`config.mk`:
```
export PLATFORM = sky130hd
export DESIGN_NAME = rlr_update
export DESIGN_NICKNAME = d
export VERILOG_FILES = /design/src/hw/rtl/rlr_pkg.sv /design/src/hw/rtl/rlr_update.sv
export SDC_FILE = /design/constraint.sdc
export NUM_CORES = 1
export LEC_CHECK = 0
export BUFFER_PORTS_ARGS = -buffer_cell sky130_fd_sc_hd__clkbuf_2
export CAP_MARGIN = 25
export CORE_AREA = 2 2 179 181
export DETAILED_ROUTE_END_ITERATION = 10
export DIE_AREA = 0 0 181 183
export GPL_ROUTABILITY_DRIVEN = 0
export PLACE_DENSITY_LB_ADDON = 0.2
export SYNTH_ARGS = -nofsm -noshare
export SYNTH_HDL_FRONTEND = slang
export SYNTH_SLANG_ARGS = --single-unit
```
`constraint.sdc`:
```
create_clock -name vclk -period 7.2
set_clock_uncertainty 0.05 [all_clocks]
set_input_delay 0.72 -clock vclk [all_inputs]
set_output_delay 0.72 -clock vclk [all_outputs]
set_load 0.005 [all_outputs]
```
`src/hw/rtl/rlr_pkg.sv`:
```
// Shared types, constants and the hash function of the recursive lock registry.
package rlr_pkg;

   // Table size; a power of two so that wrap and hash reduce to masking.
   localparam int TABLE_ENTRIES = 16384;
   localparam int IDX_W         = $clog2(TABLE_ENTRIES);
   localparam int SLOT_W        = 14;
   localparam int KEY_W         = 64;
   localparam int TID_W         = 64;
   localparam int DEPTH_W       = 32;

   localparam logic [KEY_W-1:0]   KEY_EMPTY = KEY_W'(0);
   localparam logic [KEY_W-1:0]   KEY_TOMB  = KEY_W'(1);
   localparam logic [DEPTH_W-1:0] DEPTH_MAX = '1;
   localparam logic [63:0]        HASH_MULT = 64'h9E37_79B9_7F4A_7C15;

   typedef logic [IDX_W-1:0] idx_type;

   typedef enum logic [1:0] {
      MODE_INIT   = 2'd0,
      MODE_ENTER  = 2'd1,
      MODE_LEAVE  = 2'd2,
      MODE_DELETE = 2'd3
   } mode_type;

   typedef enum logic [2:0] {
      STAT_OK      = 3'd0,
      STAT_BUSY    = 3'd1,
      STAT_NOSLOT  = 3'd2,
      STAT_FAULT   = 3'd3,
      STAT_INVALID = 3'd4
   } status_type;

   typedef enum logic [2:0] {
      ST_CLEAR,
      ST_IDLE,
      ST_ISSUE,
      ST_PROBE,
      ST_APPLY
   } state_type;

   // One table slot as stored in memory.
   typedef struct packed {
      logic [KEY_W-1:0]   key;
      logic               held;
      logic [TID_W-1:0]   owner;
      logic [DEPTH_W-1:0] depth;
   } entry_type;

   // Located entry handed to the update logic.
   typedef struct packed {
      mode_type           mode;
      logic [TID_W-1:0]   tid;
      logic               invalid;
      logic               found;
      logic               created;
      idx_type            slot;
      entry_type          entry;
   } upd_in_type;

   // Write-back and result from the update logic.
   typedef struct packed {
      logic               we;
      entry_type          entry;
      status_type         status;
      logic [DEPTH_W-1:0] depth;
      logic [SLOT_W-1:0]  slot_index;
   } upd_out_type;

   // Home slot: only the low index bits of the 64-bit product matter,
   // so only key bits 4 up to 17 and the low index bits of HASH_MULT enter the multiply.
   function automatic idx_type home_slot(input logic [KEY_W-1:0] key);
      logic [IDX_W-1:0]   a;
      logic [2*IDX_W-1:0] prod;
      a    = key[4 +: IDX_W];
      prod = a * HASH_MULT[IDX_W-1:0];
      return prod[IDX_W-1:0];
   endfunction

endpackage

```
`src/hw/rtl/rlr_update.sv`:
```
// Per-mode update of a located slot: new slot contents and the result beat.
module rlr_update (
   input  rlr_pkg::upd_in_type  upd_in,
   output rlr_pkg::upd_out_type upd_out
);

   rlr_pkg::entry_type ent;
   rlr_pkg::entry_type nxt;
   logic [rlr_pkg::DEPTH_W-1:0] dec;

   always_comb begin
      ent = upd_in.entry;
      nxt = ent;
      dec = ent.depth - rlr_pkg::DEPTH_W'(1);
      upd_out.we         = upd_in.created;
      upd_out.status     = rlr_pkg::STAT_OK;
      upd_out.depth      = '0;
      upd_out.slot_index = upd_in.found ? rlr_pkg::SLOT_W'(upd_in.slot) : '0;

      if (upd_in.invalid) begin
         upd_out.status     = rlr_pkg::STAT_INVALID;
         upd_out.slot_index = '0;
         upd_out.we         = 1'b0;
      end else begin
         case (upd_in.mode)
            rlr_pkg::MODE_INIT: begin
               if (!upd_in.found) begin
                  upd_out.status = rlr_pkg::STAT_NOSLOT;
               end else begin
                  upd_out.depth = ent.depth;
               end
            end
            rlr_pkg::MODE_ENTER: begin
               if (!upd_in.found) begin
                  upd_out.status = rlr_pkg::STAT_NOSLOT;
               end else if (!ent.held) begin
                  nxt.held   = 1'b1;
                  nxt.owner  = upd_in.tid;
                  nxt.depth  = rlr_pkg::DEPTH_W'(1);
                  upd_out.we = 1'b1;
               end else if (ent.owner == upd_in.tid) begin
                  // saturate the recursion count
                  if (ent.depth != rlr_pkg::DEPTH_MAX) begin
                     nxt.depth  = ent.depth + rlr_pkg::DEPTH_W'(1);
                     upd_out.we = 1'b1;
                  end
               end else begin
                  upd_out.status = rlr_pkg::STAT_BUSY;
               end
               upd_out.depth = nxt.depth;
            end
            rlr_pkg::MODE_LEAVE: begin
               if (!upd_in.found) begin
                  upd_out.status = rlr_pkg::STAT_FAULT;
               end else if (!ent.held || ent.owner != upd_in.tid || ent.depth == '0) begin
                  upd_out.status = rlr_pkg::STAT_FAULT;
                  upd_out.depth  = ent.depth;
               end else begin
                  nxt.depth  = dec;
                  upd_out.we = 1'b1;
                  if (dec == '0) begin
                     nxt.held  = 1'b0;
                     nxt.owner = '0;
                     nxt.key   = rlr_pkg::KEY_TOMB;
                  end
                  upd_out.depth = dec;
               end
            end
            rlr_pkg::MODE_DELETE: begin
               if (upd_in.found) begin
                  if (ent.held) begin
                     upd_out.status = rlr_pkg::STAT_BUSY;
                     upd_out.depth  = ent.depth;
                  end else begin
                     nxt.key    = rlr_pkg::KEY_TOMB;
                     nxt.owner  = '0;
                     nxt.depth  = '0;
                     upd_out.we = 1'b1;
                  end
               end
            end
            default: begin
               upd_out.status = rlr_pkg::STAT_FAULT;
            end
         endcase
      end
      upd_out.entry = nxt;
   end

endmodule

```
==> impl_metrics.csv, run 1 <==
group,metric,value,unit
setup_path,cp_slowest_stage_delay,0.81,ns
logic_synthesis,synth_compound_area_frac,0.351,
drt,drtIter0Drc,734,
floorplanning,die_area,0.0331,sq mm
final_layout,syn_to_final_growth,44.3,%
logic_synthesis,yosysSeqAreaShare,0,
floorplanning,coreArea,0.0312,sq mm
outcome,status,"complete, no violations",
setup_path,path_buf_inv,3,
logic_synthesis,synth_top_family_by_area,"simple AND/OR/NAND/NOR gates",
floorplanning,start_util,0.182,
final_layout,final_nets,1513,
setup_path,cp_common_cell,"clkbuf_2",
timing,fmax,162,MHz
logic_synthesis,yosys.area_share.xor_xnor,0.125,
logic_synthesis,synth_cell_types,78,
logic_synthesis,synth-adder-area-share,0.0176,
logic_synthesis,synth_top_area_cell,"xnor2_1",
timing,setup_ws,1.03,ns
logic_synthesis,synthSimpleGateAreaFrac,0.411,
drt,drc_errors,0,
power_and_ir_drop,powerDensity,60.1,mW/mm^2
cts,cts_setup_buffers,0,
timing,min_period_over_period,0.857,
setup_path,worstSetupEndpointType,"primary output",
setup_path,path_delay_family,"simple AND/OR/NAND/NOR gates",
final_layout,design_area,0.00821,sq mm
logic_synthesis,synth_cells,871,
drt,drt_pass1_iterations,5,
drt,finalWirelength,40.1,mm
timing,tightest_slew,0.941,ns
drt,via_per_inst,5.28,
timing,rsz0062_at_grt,"false",
drt,vias,8763,
floorplanning,fp.dieH,183,microns
global_route,grt_pass1_vias,8285,
setup_path,cp.required,6.43,ns
logic_synthesis,syn_nets,1123,
drt,postRouteAntennaNets,0,
timing,finalWorstPathRequiredPeriod,6.17,ns
final_layout,instances_no_fill,1661,
floorplanning,rows,65,
cts,ctsResizeCount,0,
logic_synthesis,synth_area_leaders,"xnor2_1 11%, a22o_1 10%, nand2_1 5.5%",
setup_path,crit_path_start_kind,"primary input",
setup_path,crit_type,"in -> out",
final_layout,clockBufferCount,0,
power_and_ir_drop,peakVddDrop,0.0000250,V
logic_synthesis,yosys_warnings,0,
timing,hold_ws,1.66,ns
final_layout,fill_cells,3604,
final_layout,antenna_cells,0,
setup_path,worstPathArrival,5.40,ns
final_layout,final_core_util,0.263,
cts,cts_hold_buf,0,
place,place_area,0.00818,sq mm
job,maxCapViolations,0,
logic_synthesis,netlist_area,0.00569,sq mm
setup_path,path_cells,"clkbuf_2 > inv_1 > ha_1 > nor3b_2 > nand2_1 > a211oi_1 > o211ai_1 > or4b_4 > o41ai_4 > nand3_4 > a22o_1 > clkbuf_2",
power_and_ir_drop,p_total,0.493,mW
timing,finalHoldViolations,0,
floorplanning,fp.dieW,181,microns
floorplanning,io_pins,455,
timing,drv_slew,0,
final_layout,drive_gt1_frac,0.425,
timing,slew_headroom,0.370,
global_route,grt_max_degree,65,
setup_path,slowest_stage,"nor3b_2",
setup_path,worstPathMaxFanout,64,
global_route,antenna_found_initial,0,
place,dp_cells,1660,
logic_synthesis,synth.avg_cell_area,6.53,sq um
place,portBuffers,455,
final_layout,layout_commonest_cell,"clkbuf_2",
final_layout,seq_cell_count,0,
global_route,grt_pass1_wl,57.1,mm
drt,wl_per_cell,24.1,microns
place,dpl.hpwl,33.6,mm
hold_path,min_path_type,"in -> out",
power_and_ir_drop,p_leak,4.01,nW
final_layout,final_cell_mix,"455 x clkbuf_2, 84 x nand2_1, 73 x xnor2_1",
place,pre_cts_slack,1.08,ns
timing,setup_viol,0,
global_route,grt_overflow_total,0,
logic_synthesis,synth_top_area_frac,0.112,
global_route,grt_usage,0.224,
timing,setup_tns,0,ns
final_layout,regArea,0,sq um
logic_synthesis,synth.area.mux_share,0.00550,
worst paths after layout:
kind / from / to / slack [ns] / depth (start not counted)
hold / removal: upd_in[141] / upd_out[190] / 1.66 / 3
setup / recovery: upd_in[1] / upd_out[90] / 1.03 / 12
area by class of cell:
class                      instances  area (sq um)  area share
tap                              402           503      0.0613
timing repair buffer             475          2450       0.298
inverter                          17          63.8     0.00777
multi-input combinational        767          5190       0.633
per-layer routing:
metal | GRT usage | wire [microns] | share of wire
met1 | 0.319 | 18000 | 0.45
met2 | 0.370 | 18500 | 0.46
met3 | 0.0248 | 2740 | 0.068
met4 | 0.0341 | 751 | 0.019
met5 | 0 | 0 | 0
cells in the mapped netlist (29+ instances only):
master    count
a21o_1       34
nor2_1       61
nand3_1      42
and2_4       34
nand2_1      84
o21ai_0      29
a22o_1       66
and2_1       33
nand4_1      39
clkbuf_1     64
xnor2_1      73
nor3_1       31
logic make-up (layout without fill, tap and decap cells):
family / count (synthesis) / in the layout
AOI/OAI and AO/OA: 262 / 262
xor gates and xnor gates: 81 / 81
adders and majority gates: 8 / 8
buffers and inverters: 104 / 492
muxes: 3 / 3
and+or+nand+nor: 413 / 413
tightest hold or removal path, stage by stage:
cell and delay, ns:
clkbuf_2 0.07, and2_1 0.10, clkbuf_2 0.10
where the power goes:
part	internal (mW)	switching (mW)
Clock	0	0
Sequential	0	0
Combinational	0.220	0.273
Total	0.220	0.273
No activity file was read; power rests on OpenSTA's default activity.
==> run 2, diff against run 1 <==
--- a/config.mk
+++ b/config.mk
@@ -11,7 +11,7 @@
 export DETAILED_ROUTE_END_ITERATION = 10
 export DIE_AREA = 0 0 181 183
 export GPL_ROUTABILITY_DRIVEN = 0
-export PLACE_DENSITY_LB_ADDON = 0.2
+export PLACE_DENSITY = 0.52
 export SYNTH_ARGS = -nofsm -noshare
 export SYNTH_HDL_FRONTEND = slang
 export SYNTH_SLANG_ARGS = --single-unit
==> impl_metrics.csv, run 2 (synthesis results as in run 1) <==
group,metric,value,unit
power_and_ir_drop,seqPwrFrac,0,
power_and_ir_drop,pwr-share-comb,1.000,
global_route,grt_pass1_wl,55.8,mm
final_layout,final_cell_mix,"455 x clkbuf_2, 84 x nand2_1, 73 x xnor2_1",
timing,hold_ws,1.66,ns
power_and_ir_drop,p_int,0.220,mW
setup_path,worstSetupEndpointType,"primary output",
power_and_ir_drop,power.clock.fraction,0,
drt,wl_per_cell,23.6,microns
timing,tightest_slew,1.08,ns
cts,cts_setup_buffers,0,
final_layout,antenna_cells,0,
final_layout,seq_cell_count,0,
drt,postRouteAntennaNets,0,
floorplanning,fp.dieW,181,microns
drt,via_per_inst,5.39,
power_and_ir_drop,power.share.switching,0.555,
outcome,status,"complete, no violations",
floorplanning,rows,65,
final_layout,clockBufferCount,0,
setup_path,cp.required,6.43,ns
cts,ctsResizeCount,0,
global_route,grt_usage,0.218,
floorplanning,io_pins,455,
timing,finalWorstPathRequiredPeriod,5.50,ns
timing,fmax,182,MHz
timing,finalHoldViolations,0,
setup_path,crit_start,"upd_in[0]",
drt,finalWirelength,39.1,mm
setup_path,crit_type,"in -> out",
drt,drt_pass1_iterations,5,
floorplanning,die_area,0.0331,sq mm
setup_path,worstPathMaxFanout,56,
hold_path,min_path_type,"in -> out",
timing,rsz0062_at_grt,"false",
global_route,grt_max_degree,64,
drt,drtIter0Drc,891,
drt,drc_errors,0,
drt,vias,8932,
final_layout,final_nets,1510,
power_and_ir_drop,powerDensity,60.4,mW/mm^2
floorplanning,coreArea,0.0312,sq mm
timing,drv_slew,0,
power_and_ir_drop,peakVddDrop,0.0000302,V
global_route,antenna_found_initial,0,
place,portBuffers,455,
place,place_area,0.00817,sq mm
power_and_ir_drop,p_total,0.493,mW
floorplanning,fp.dieH,183,microns
power_and_ir_drop,switching_power,0.274,mW
final_layout,regArea,0,sq um
timing,min_period_over_period,0.764,
job,maxCapViolations,0,
timing,setup_tns,0,ns
hold_path,whs_path_depth,3,
final_layout,instances_no_fill,1658,
cts,cts_hold_buf,0,
place,dp_cells,1658,
final_layout,syn_to_final_growth,43.6,%
final_layout,design_area,0.00817,sq mm
setup_path,worstPathArrival,4.73,ns
global_route,grt_pass1_vias,8391,
timing,slew_headroom,0.279,
timing,setup_viol,0,
place,dpl.hpwl,33.1,mm
setup_path,worstSetupEndpoint,"upd_out[108]",
global_route,grt_overflow_total,0,
floorplanning,start_util,0.182,
final_layout,drive_gt1_frac,0.423,
power_and_ir_drop,p_leak,3.99,nW
setup_path,crit_path_start_kind,"primary input",
final_layout,layout_commonest_cell,"clkbuf_2",
-- run 2: how the worst min path moves through the flow --
| stage | startpoint | end | slack [ns] |
|---|---|---|---|
| after floorplan | upd_in[177] | upd_out[47] | 1.42 |
| after global placement | upd_in[121] | upd_out[170] | 1.66 |
| after detailed placement | upd_in[121] | upd_out[170] | 1.66 |
| after CTS | upd_in[121] | upd_out[170] | 1.66 |
| after global routing | upd_in[121] | upd_out[170] | 1.68 |
| final | upd_in[121] | upd_out[170] | 1.66 |
-- run 2: final cells by class --
type / count / area, sq um
repair buffers: 472 / 2410
multi-input cells: 767 / 5190
well taps: 402 / 503
inverters: 17 / 63.8
fillers: 3589 / 23100
-- run 2: per-stage QoR --
step                      setup WS (ns)   util
after detailed placement           1.72  0.261
after global routing               1.49  0.261
final                              1.70  0.261
after CTS                          1.73  0.261
after floorplan                    2.55      -
after global placement             1.83  0.261
-- run 2: critical path, cell delays in order --
cell,delay (ns)
clkbuf_2,0.19
inv_1,0.17
ha_1,0.31
or3b_2,0.59
nor4_4,0.29
and2_1,0.18
o211ai_1,0.11
or4b_4,0.52
o41ai_4,0.57
nand3_4,0.23
buf_4,0.38
a22o_1,0.33
clkbuf_2,0.12
-- run 2: metal layers --
metal / up-vias / GRT usage / wire (microns)
li1: 4045 / - / -
met1: 4242 / 0.298 / 16600
met2: 570 / 0.364 / 18200
met3: 75 / 0.0302 / 3240
met4: 0 / 0.0485 / 1100
met5: - / 0 / 0
-- run 2: power groups by stage --
stage | clock network (mW) | registers (mW) | logic (mW)
3_3_place_gp | 0 | 0 | 0.490
3_5_place_dp | 0 | 0 | 0.489
6_report | 0 | 0 | 0.493
4_1_cts | 0 | 0 | 0.491
5_1_grt | 0 | 0 | 0.527
2_1_floorplan | 0 | 0 | 0.242
